$ cat config.mk
export PLATFORM = sky130hd
export DESIGN_NAME = bounded_stack_queue_engine
export DESIGN_NICKNAME = d
export VERILOG_FILES = /design/src/sv/bsqe_pkg.sv /design/src/sv/bounded_stack_queue_engine.sv /design/src/sv/bsqe_ctrl.sv /design/src/sv/bsqe_dp.sv
export SDC_FILE = /design/constraint.sdc
export NUM_CORES = 2
export LEC_CHECK = 0
export ABC_AREA = 1
export BUFFER_PORTS_ARGS = -buffer_cell sky130_fd_sc_hd__buf_4
export CAP_MARGIN = 25
export CORE_UTILIZATION = 50
export CTS_CLUSTER_DIAMETER = 60
export DETAILED_ROUTE_END_ITERATION = 16
export HOLD_SLACK_MARGIN = 0.05
export PLACE_DENSITY = 0.66
export SETUP_SLACK_MARGIN = 0.1
export SLEW_MARGIN = 25
export SYNTH_ARGS = -nofsm -noshare
export SYNTH_HDL_FRONTEND = slang
export SYNTH_SLANG_ARGS = --single-unit
$ cat constraint.sdc
create_clock -name clk_i -period 9.4 [get_ports clk_i]
set_input_delay 1.88 -clock clk_i [delete_from_list [all_inputs] [get_ports clk_i]]
set_output_delay 1.88 -clock clk_i [all_outputs]
set_load 0.02 [all_outputs]
$ cat src/sv/bsqe_pkg.sv
// Shared types and constants of the bounded stack and queue engine.
`timescale 1ns / 1ps
package bsqe_pkg;

  localparam int unsigned DefaultDepth = 64;
  localparam int unsigned DataW        = 32;
  localparam int unsigned CntW         = 7;
  localparam int unsigned ActW         = 2;
  localparam int unsigned StatW        = 3;
  localparam int unsigned CfgIdxW      = 1;
  localparam int unsigned CfgDataW     = 7;

  localparam logic [CntW-1:0] CapacityReset = CntW'(64);

  typedef enum logic [ActW-1:0] {
    ACT_PUSH = 2'd0,
    ACT_POP  = 2'd1,
    ACT_PEEK = 2'd2,
    ACT_PEEP = 2'd3
  } action_e;

  typedef enum logic [StatW-1:0] {
    ST_OK     = 3'd0,
    ST_FULL   = 3'd1,
    ST_EMPTY  = 3'd2,
    ST_BADPOS = 3'd3,
    ST_BADACT = 3'd4
  } status_e;

  typedef enum logic [CfgIdxW-1:0] {
    CFG_DISCIPLINE = 1'b0,
    CFG_CAPACITY   = 1'b1
  } cfg_idx_e;

  // Commands from the controller to the datapath.
  typedef struct packed {
    logic exec;
    logic resp;
  } dp_cmd_t;

endpackage

$ cat src/sv/bounded_stack_queue_engine.sv
// Top level of the bounded stack and queue engine.
// The block holds signed 32-bit words and serves them as a stack or a queue.
// Input channel: an operation (action_i, push_value_i, position_i) transfers
// at a rising edge where start_i is high and busy_o is low.
// Result channel: done_o is high for exactly one cycle, the cycle after the
// transfer, with data_out_o, status_o and count_out_o valid alongside it.
// The receiver cannot stall; it must take the result in that cycle.
// The word store has a registered read port, and busy_o stays high while
// the result is shown, so no new operation is accepted until the result
// strobe has passed.
// Configuration: cfg_we_i writes cfg_wdata_i into the register chosen by
// cfg_idx_i (0 selects the discipline, 1 the capacity) at the next edge.
// Write configuration only while no operation is in flight.
// Reset (rst_ni low, asynchronous) empties the store, selects stack mode
// and sets the capacity to 64. The store itself is not cleared: only words
// that were pushed are ever read back, so no clearing pass is needed.
`timescale 1ns / 1ps
module bounded_stack_queue_engine
  import bsqe_pkg::*;
#(
  parameter int unsigned DEPTH = DefaultDepth
) (
  input  logic                       clk_i,
  input  logic                       rst_ni,
  input  logic                       start_i,
  output logic                       busy_o,
  input  logic        [ActW-1:0]     action_i,
  input  logic signed [DataW-1:0]    push_value_i,
  input  logic        [CntW-1:0]     position_i,
  input  logic                       cfg_we_i,
  input  logic        [CfgIdxW-1:0]  cfg_idx_i,
  input  logic        [CfgDataW-1:0] cfg_wdata_i,
  output logic                       done_o,
  output logic signed [DataW-1:0]    data_out_o,
  output logic        [StatW-1:0]    status_o,
  output logic        [CntW-1:0]     count_out_o
);

  // The controller sequences each transfer; the datapath owns the word store, pointers and configuration.
  dp_cmd_t cmd;

  bsqe_ctrl u_ctrl (
    .clk_i   (clk_i),
    .rst_ni  (rst_ni),
    .start_i (start_i),
    .busy_o  (busy_o),
    .done_o  (done_o),
    .cmd_o   (cmd)
  );

  bsqe_dp #(
    .DEPTH (DEPTH)
  ) u_dp (
    .clk_i        (clk_i),
    .rst_ni       (rst_ni),
    .cmd_i        (cmd),
    .cfg_we_i     (cfg_we_i),
    .cfg_idx_i    (cfg_idx_i),
    .cfg_wdata_i  (cfg_wdata_i),
    .action_i     (action_i),
    .push_value_i (push_value_i),
    .position_i   (position_i),
    .data_out_o   (data_out_o),
    .status_o     (status_o),
    .count_out_o  (count_out_o)
  );

endmodule

$ cat src/sv/bsqe_ctrl.sv
// Controller state machine of the bounded stack and queue engine.
`timescale 1ns / 1ps
module bsqe_ctrl
  import bsqe_pkg::*;
(
  input  logic    clk_i,
  input  logic    rst_ni,
  input  logic    start_i,
  output logic    busy_o,
  output logic    done_o,
  output dp_cmd_t cmd_o
);

  typedef enum logic {
    S_IDLE,
    S_RESP
  } state_e;

  state_e state_q;
  logic   busy_q;
  logic   done_q;
  logic   exec;

  assign exec = start_i && !busy_q;

  always_ff @(posedge clk_i or negedge rst_ni) begin
    if (!rst_ni) begin
      state_q <= S_IDLE;
      busy_q  <= 1'b0;
      done_q  <= 1'b0;
    end else begin
      unique case (state_q)
        S_IDLE: begin
          if (exec) begin
            state_q <= S_RESP;
            busy_q  <= 1'b1;
            done_q  <= 1'b1;
          end
        end
        S_RESP: begin
          state_q <= S_IDLE;
          busy_q  <= 1'b0;
          done_q  <= 1'b0;
        end
      endcase
    end
  end

  assign busy_o     = busy_q;
  assign done_o     = done_q;
  assign cmd_o.exec = exec;
  assign cmd_o.resp = done_q;

endmodule

$ cat src/sv/bsqe_dp.sv
// Datapath of the bounded stack and queue engine: registers, pointers and word store.
`timescale 1ns / 1ps
module bsqe_dp
  import bsqe_pkg::*;
#(
  parameter int unsigned DEPTH = DefaultDepth
) (
  input  logic                       clk_i,
  input  logic                       rst_ni,
  input  dp_cmd_t                    cmd_i,
  input  logic                       cfg_we_i,
  input  logic        [CfgIdxW-1:0]  cfg_idx_i,
  input  logic        [CfgDataW-1:0] cfg_wdata_i,
  input  logic        [ActW-1:0]     action_i,
  input  logic signed [DataW-1:0]    push_value_i,
  input  logic        [CntW-1:0]     position_i,
  output logic signed [DataW-1:0]    data_out_o,
  output logic        [StatW-1:0]    status_o,
  output logic        [CntW-1:0]     count_out_o
);

  localparam int unsigned AW   = $clog2(DEPTH);
  localparam int unsigned SumW = ((AW > CntW) ? AW : CntW) + 1;
  localparam logic [CntW-1:0] LimCap = CntW'((DEPTH < 127) ? DEPTH : 127);

  logic signed [DataW-1:0] mem [DEPTH];
  logic signed [DataW-1:0] rd_data_q;

  logic                discipline_q;
  logic [CntW-1:0]     capacity_q;
  logic [AW-1:0]       front_q, front_d;
  logic [CntW-1:0]     count_q, count_d;
  status_e             status_q, status_d;
  logic                use_q, use_d;

  logic [CntW-1:0]     limit;
  logic [CntW-1:0]     offset;
  logic [SumW-1:0]     sum;
  logic [SumW-1:0]     sum_wrap;
  logic [AW-1:0]       addr;
  logic                wr_en;
  logic                queue_mode;

  assign queue_mode = discipline_q;
  assign limit      = (capacity_q > LimCap) ? LimCap : capacity_q;

  // Slot of an offset from the front, wrapped once: the front stays below DEPTH and the offset at most DEPTH.
  assign sum      = SumW'(front_q) + SumW'(offset);
  assign sum_wrap = (sum >= SumW'(DEPTH)) ? (sum - SumW'(DEPTH)) : sum;
  assign addr     = sum_wrap[AW-1:0];

  always_comb begin
    offset   = count_q;
    front_d  = front_q;
    count_d  = count_q;
    status_d = ST_OK;
    use_d    = 1'b0;
    wr_en    = 1'b0;
    unique case (action_e'(action_i))
      ACT_PUSH: begin
        if (count_q >= limit) begin
          status_d = ST_FULL;
        end else begin
          wr_en   = 1'b1;
          count_d = count_q + 1'b1;
        end
      end
      ACT_POP: begin
        if (count_q == '0) begin
          status_d = ST_EMPTY;
        end else if (queue_mode) begin
          offset  = '0;
          front_d = (front_q == AW'(DEPTH - 1)) ? '0 : front_q + 1'b1;
          count_d = count_q - 1'b1;
          use_d   = 1'b1;
        end else begin
          offset  = count_q - 1'b1;
          count_d = count_q - 1'b1;
          use_d   = 1'b1;
        end
      end
      ACT_PEEK: begin
        if (queue_mode) begin
          status_d = ST_BADACT;
        end else if (count_q == '0) begin
          status_d = ST_EMPTY;
        end else begin
          offset = count_q - 1'b1;
          use_d  = 1'b1;
        end
      end
      ACT_PEEP: begin
        if (queue_mode) begin
          status_d = ST_BADACT;
        end else if (position_i == '0 || position_i > count_q) begin
          status_d = ST_BADPOS;
        end else begin
          offset = count_q - position_i;
          use_d  = 1'b1;
        end
      end
    endcase
  end

  always_ff @(posedge clk_i or negedge rst_ni) begin
    if (!rst_ni) begin
      discipline_q <= 1'b0;
      capacity_q   <= CapacityReset;
      front_q      <= '0;
      count_q      <= '0;
      status_q     <= ST_OK;
      use_q        <= 1'b0;
    end else begin
      if (cfg_we_i) begin
        unique case (cfg_idx_e'(cfg_idx_i))
          CFG_DISCIPLINE: discipline_q <= cfg_wdata_i[0];
          CFG_CAPACITY:   capacity_q   <= cfg_wdata_i;
        endcase
      end
      if (cmd_i.exec) begin
        front_q  <= front_d;
        count_q  <= count_d;
        status_q <= status_d;
        use_q    <= use_d;
      end
    end
  end

  always_ff @(posedge clk_i) begin
    if (cmd_i.exec) begin
      if (wr_en) begin
        mem[addr] <= push_value_i;
      end
      rd_data_q <= mem[addr];
    end
  end

  assign data_out_o  = (cmd_i.resp && use_q) ? rd_data_q : '0;
  assign status_o    = status_q;
  assign count_out_o = count_q;

endmodule

; Yosys cells after proc, flatten, opt, wreduce, memory -nomap -nowiden
; Memory sizes are Yosys's and may differ from the RTL's. A register that Yosys moved wholly into a read port is not among the register bits.
; Index checks and enable logic that the tools add are counted.
[totals]
reg_bits = 27
ram_bits = 2048
inputBits = 53
wordCells = 73
mem_count = 1
[op_classes]
n_addsub = 6
n_lt_le_gt_ge = 4
eq_ne = 6
n_mux = 33
n_bitwise = 3
n_reduce_logical = 12
[memory_table]
columns = memory, words, word_bits, read_ports, rd_clocked_by_memory_dff, wr, line_no
row1 = u_dp.mem, 64, 32, 1, 1, 1, bsqe_dp.sv:26  ; logic signed [DataW-1:0] mem [DEPTH];
[op_table]
columns = op, n
row1 = $mux 7, 8
row2 = $mux 32, 1
row3 = $pmux 7 s3, 1
row4 = $logic_not 7->1, 2
row5 = $pmux 7 s2, 1
row6 = $mux 1, 12
row7 = $mux 6, 2
row8 = $pmux 3 s4, 1
row9 = $add 6x7->8, 1
row10 = $ge 8x7->1 const B, 1
row11 = $add 7x1->7 const B, 1
row12 = $ge 7x7->1, 1
row13 = $gt 7x7->1, 1
row14 = $gt 7x7->1 const B, 1
row15 = $sub 7x1->7 const B, 1
row16 = $sub 7x7->7, 1
row17 = $add 6x1->6 const B, 1
row18 = $eq 6x6->1 const B, 1
row19 = $mux 3, 2
row20 = $sub 6x1->6 const B, 1
row21 = $eq 2x2->1 const B, 2
row22 = $mux 2, 2
row23 = $pmux 1 s2, 2
row24 = $reduce_and 2->1, 2
row25 = other kinds (12), 15

; Logic depth before layout (Yosys ltp)
[depth]
depth_word = 8
ltp_mapped = 31

; Cells and area by module
; From an unflattened synthesis, not the netlist that was laid out.
[hier_totals]
cells_unflattened = 5913
hier_area_um2 = 81519.4
[modules_own_cells]
columns = mod, instances, cells_each, area_per_inst_um2
row1 = bsqe_dp, 1, 5902, 81419.3
row2 = bsqe_ctrl, 1, 11, 100.1

; Least setup slack after synthesis
; No wires, ideal clock.
[synth_path]
path_type = input-to-reg
from = in position_i[2]
to = mem u_dp.mem[6][0] (enable)
setup_time_ps = 421
arrival_time_ps = 6284
t_required_ps = 8979
setup_slack_ps = 2694
stages = 20
path_cell_list = inv_1 -> ha_1 -> or2_1 -> nand3_1 -> nand2_1 -> nand2_1 -> nor2_2 -> nand2_1 -> o211ai_1 -> a31oi_1 -> ha_1 -> inv_1 -> fa_1 -> buf_2 -> nor3_1 -> buf_2 -> buf_2 -> buf_2 -> nand3_1 -> nor2_1
[synth_via]
elab_chain_cells = 8
elab_cells_between_ends = 11
cone_classes = 3 x add/sub / 2 x order compare / 4 x mux / 2 x reduce/logical
[synth_rtl]
columns = element, line_no
row1 = start: declaration, bounded_stack_queue_engine.sv:29  ; input logic [CntW-1:0] position_i,
row2 = $gt 7x7->1 / $logic_not 7->1 (equally long branches), bsqe_dp.sv:95  ; end else if (position_i == '0 || position_i > count_q) begin
row3 = $logic_or 1x1->1, bsqe_dp.sv:95
row4 = $mux 7 *, bsqe_dp.sv:95
row5 = $mux 7 *, bsqe_dp.sv:93  ; if (queue_mode) begin
row6 = $pmux 7 s3 *, bsqe_dp.sv:59  ; unique case (action_e'(action_i))
row7 = $add 6x7->8 *, bsqe_dp.sv:48  ; assign sum = SumW'(front_q) + SumW'(offset);
row8 = $ge 8x7->1 / $sub 6x1->6 (equally long branches), bsqe_dp.sv:49  ; assign sum_wrap = (sum >= SumW'(DEPTH)) ? (sum - SumW'(DEPTH)) : sum;
row9 = $mux 6 *, bsqe_dp.sv:49
row10 = end: declaration, bsqe_dp.sv:26
; Every way passes the cells marked *; elsewhere a longest branch is shown, timed or not.

; Worst setup path in the final report
[layout_path]
from = in position_i[3]
to = mem u_dp.mem[4][26] (enable)
; Same word-level chain as after synthesis.

==> results.py <==
metrics = {
    "detailed_routing": {
        "postRouteAntennaNets": 0,
        "vias": 51600,
        "via_per_inst": 6.23,
        "post_drt_wl_per_cell_microns": 29.2,
        "routed_wl_mm": 242,
        "dr.pass1.iters": 6,
        "drcViolationCount": 0,
        "drt_iter0_markers": 7277,
    },
    "cts": {
        "cts-root-buf": "clkbuf_16",
        "cts_buffers": 205,
        "clkTransAtPathRegs_ps": 60,
        "cts_buffer_depth": 3,
        "holdBufCountCts": 0,
        "postCtsSetupBuffers": 0,
        "cts_tree": "yes",
        "cts_sinks": 2107,
        "cts.htree.levels": 4,
        "cts_resized": 0,
        "clock_latency_ps": 840,
    },
    "worst_hold_path": {
        "min_path_cells": 1,
        "hp-class": "reg -> reg",
        "holdPathEnd": "u_ctrl.state_q",
        "worstHoldStart": "u_ctrl.state_q",
    },
    "finish": {
        "drive_above_1_share": 0.107,
        "finalNetCount": 6006,
        "final_util": 0.573,
        "finalNonFillerCells": 8275,
        "area_growth_pct": 13.5,
        "fillCellCount": 12500,
    },
    "worst_setup_path": {
        "rrSetupSlack_ps": 2800,
        "r2r_cells": 19,
        "worstSetupPathType": "in -> reg",
        "crit_required_ps": 9870,
        "cp-start-kind": "input port",
        "cp_max_fo": 29,
        "rr_endpoint": "u_dp.mem[4][26]",
        "worst_setup_path_end_kind": "flip-flop",
        "regToRegStartpoint": "u_dp.count_out_o[1]",
        "worstPathArrival_ps": 7410,
    },
    "floorplanning": {
        "pin_count": 97,
        "rows": 147,
        "dieArea_sq_um": 164000,
        "initial_core_util": 0.504,
        "die_x_microns": 405,
        "core_area_sq_um": 161000,
        "fp.dieH_microns": 405,
    },
    "sta": {
        "hold_violations": 0,
        "layout_setup_ws_ps": 2460,
        "worst_pin_slew_ps": 1080,
        "tns_ps": 0,
        "fin_crit_sh": 0.738,
        "final.min_clock_period_ps": 6940,
        "finClkSkew_ps": 45.4,
        "finalMaxSlewViolations": 0,
        "rsz0062_at_grt": "no",
        "setup_viol": 0,
        "max_freq_mhz": 144,
        "holdWs_ps": 436,
        "slew_headroom": 0.277,
    },
    "placement": {
        "dp.final_hpwl_mm": 128,
        "place.port_buffers": 96,
        "gp_congestion": 0.860,
        "place_inst": 7881,
        "pre_cts_ws_ps": 1710,
    },
    "yosys": {
        "synth_area_leaders": "edfxtp_1 77%, nand2_1 7.1%, a22oi_1 3.7%",
        "synth_top_cell_by_area": "edfxtp_1",
        "ys_warn_count": 0,
        "synth_top_cells_by_count": "2080 x edfxtp_1, 1523 x nand2_1, 397 x a22oi_1",
        "synth_area_sq_um": 81100,
        "yosysMostFrequentCell": "edfxtp_1",
        "synth.avg_cell_area_sq_um": 14.0,
        "ys_seq_elements": 2107,
        "seq_area_frac_synth": 0.779,
        "synth-main-ff-cell": "edfxtp_1",
        "syn-instance-count": 5793,
        "synth_edf_count": 2080,
        "synth_top_area_frac": 0.770,
        "async_reset_ff_frac": 0.0128,
        "postSynthNetCount": 5871,
        "yosysUniqueCellTypes": 54,
    },
    "status": {
        "status": "finished, final reports clean",
    },
    "job": {
        "max_cap_viol_count": 0,
    },
    "power": {
        "ir_worst_vdd_mv": 0.410,
        "p_leak_nw": 30.7,
        "powerDensity_nw_per_um2": 370,
    },
    "global_routing": {
        "grt.total_usage": 0.293,
        "grt_overflow": 0,
        "grt_pass1_vias": 49200,
        "antenna_found_initial": 7,
        "grt_max_degree": 138,
        "grt_pass1_wl_mm": 345,
    },
}
## cell families (layout without fill, tap and decap cells)
group,count (synthesis),in the layout,share of synthesized area
AND/OR/NAND/NOR,2337,2337,0.123
other,0,9,0
adder cells (fa/ha/maj),25,25,0.00404
flip-flops,2107,2107,0.779
multiplexers,5,5,0.000694
buffers and inverters,437,750,0.0240
XOR/XNOR,12,12,0.00130
AO/OA/AOI/OAI,870,870,0.0680
## where the power goes
group | leakage, nW | internal, W | total [W] | switching (W)
registers | 19.0 | 0.0105 | 0.0106 | 0.0000937
clock network | 3.34 | 0.00485 | 0.00838 | 0.00353
logic | 8.35 | 0.00396 | 0.0150 | 0.0111
## layout by cell type (no fill, tap or decap), drive strengths merged, types with 2 or more instances in the layout
cell type	synthesis	layout
edfxtp	2080	2080
nand2	1528	1528
a22oi	397	397
a21oi	291	291
nor2	285	285
clkbuf	119	260
nand4	252	252
buf	191	238
nand3	214	214
inv	126	135
o21ai	128	128
clkinv	1	85
nand3b	41	41
dfrtp	26	26
bufinv	0	26
ha	23	23
a22o	14	14
o2bb2ai	13	13
nor3	11	11
diode	0	9
o211ai	8	8
xnor2	6	6
clkinvlp	0	6
xor2	6	6
a31oi	5	5
mux2	5	5
a32oi	2	2
o21bai	2	2
a21boi	2	2
o21a	2	2
nor4	2	2
or2	2	2
fa	2	2
## critical path: stages
cell,delay (ps)
buf_4,80
inv_1,30
ha_1,330
nand2_1,90
nor2_1,120
nand3_1,100
nand2_1,100
nand2_1,80
nor2_2,210
o211ai_1,110
a31oi_1,240
ha_4,180
inv_1,50
fa_4,1190
inv_4,190
buf_4,280
nor3_4,350
nand3_2,510
nor2_4,690
buf_4,520
## worst max path at each step
stage / start / end / slack [ps] / depth (start not counted)
detailed placement: position_i[3] / u_dp.mem[4][5] / 1710 / 20
CTS: position_i[3] / u_dp.mem[4][26] / 2580 / 20
finish: position_i[3] / u_dp.mem[4][26] / 2460 / 20
global route: position_i[3] / u_dp.rd_data_q[17] / 2220 / 26
floorplan: position_i[2] / u_dp.mem[6][0] / 2690 / 20
global placement: position_i[3] / u_dp.rd_data_q[17] / 1690 / 26
## metal layers
metal  global-route usage  wire length, microns
met1                0.403                 93000
met2                0.463                112000
met3               0.0553                 26300
met4                0.117                 10200
met5                    0                    27
## final cells by class
type | count | area (sq um) | area share
Sequential cell | 2107 | 63100 | 0.686
Timing Repair Buffer | 238 | 2240 | 0.0243
Tap cell | 2160 | 2700 | 0.0294
Multi-Input combinational cell | 3249 | 16600 | 0.180
Clock inverter | 125 | 1360 | 0.0148
Clock buffer | 260 | 5490 | 0.0597
Antenna cell | 9 | 22.5 | 0.000245
Inverter | 127 | 513 | 0.00557
## state kept, by name (all words and copies together), names as in the netlist, named ones only
register / count
u_dp.rd_data_q: 32
u_dp.capacity_q: 7
u_ctrl.state_q: 1
u_dp.mem: 2048
u_dp.front_q: 6
u_dp.count_out_o: 6
u_dp.use_q: 1
u_ctrl.busy_o: 1
u_dp.status_o: 3
u_dp.discipline_q: 1
## per-stage QoR
| stage | cell area (sq um) | total power (W) |
|---|---|---|
| 5_1_grt | 92000 | 0.0354 |
| 3_3_place_gp | 85200 | 0.0253 |
| 3_5_place_dp | 85200 | 0.0255 |
| 6_report | 92000 | 0.0340 |
| 2_1_floorplan | 81100 | 0.0198 |
| 4_1_cts | 92000 | 0.0338 |
(Power assumes the default switching activity.)
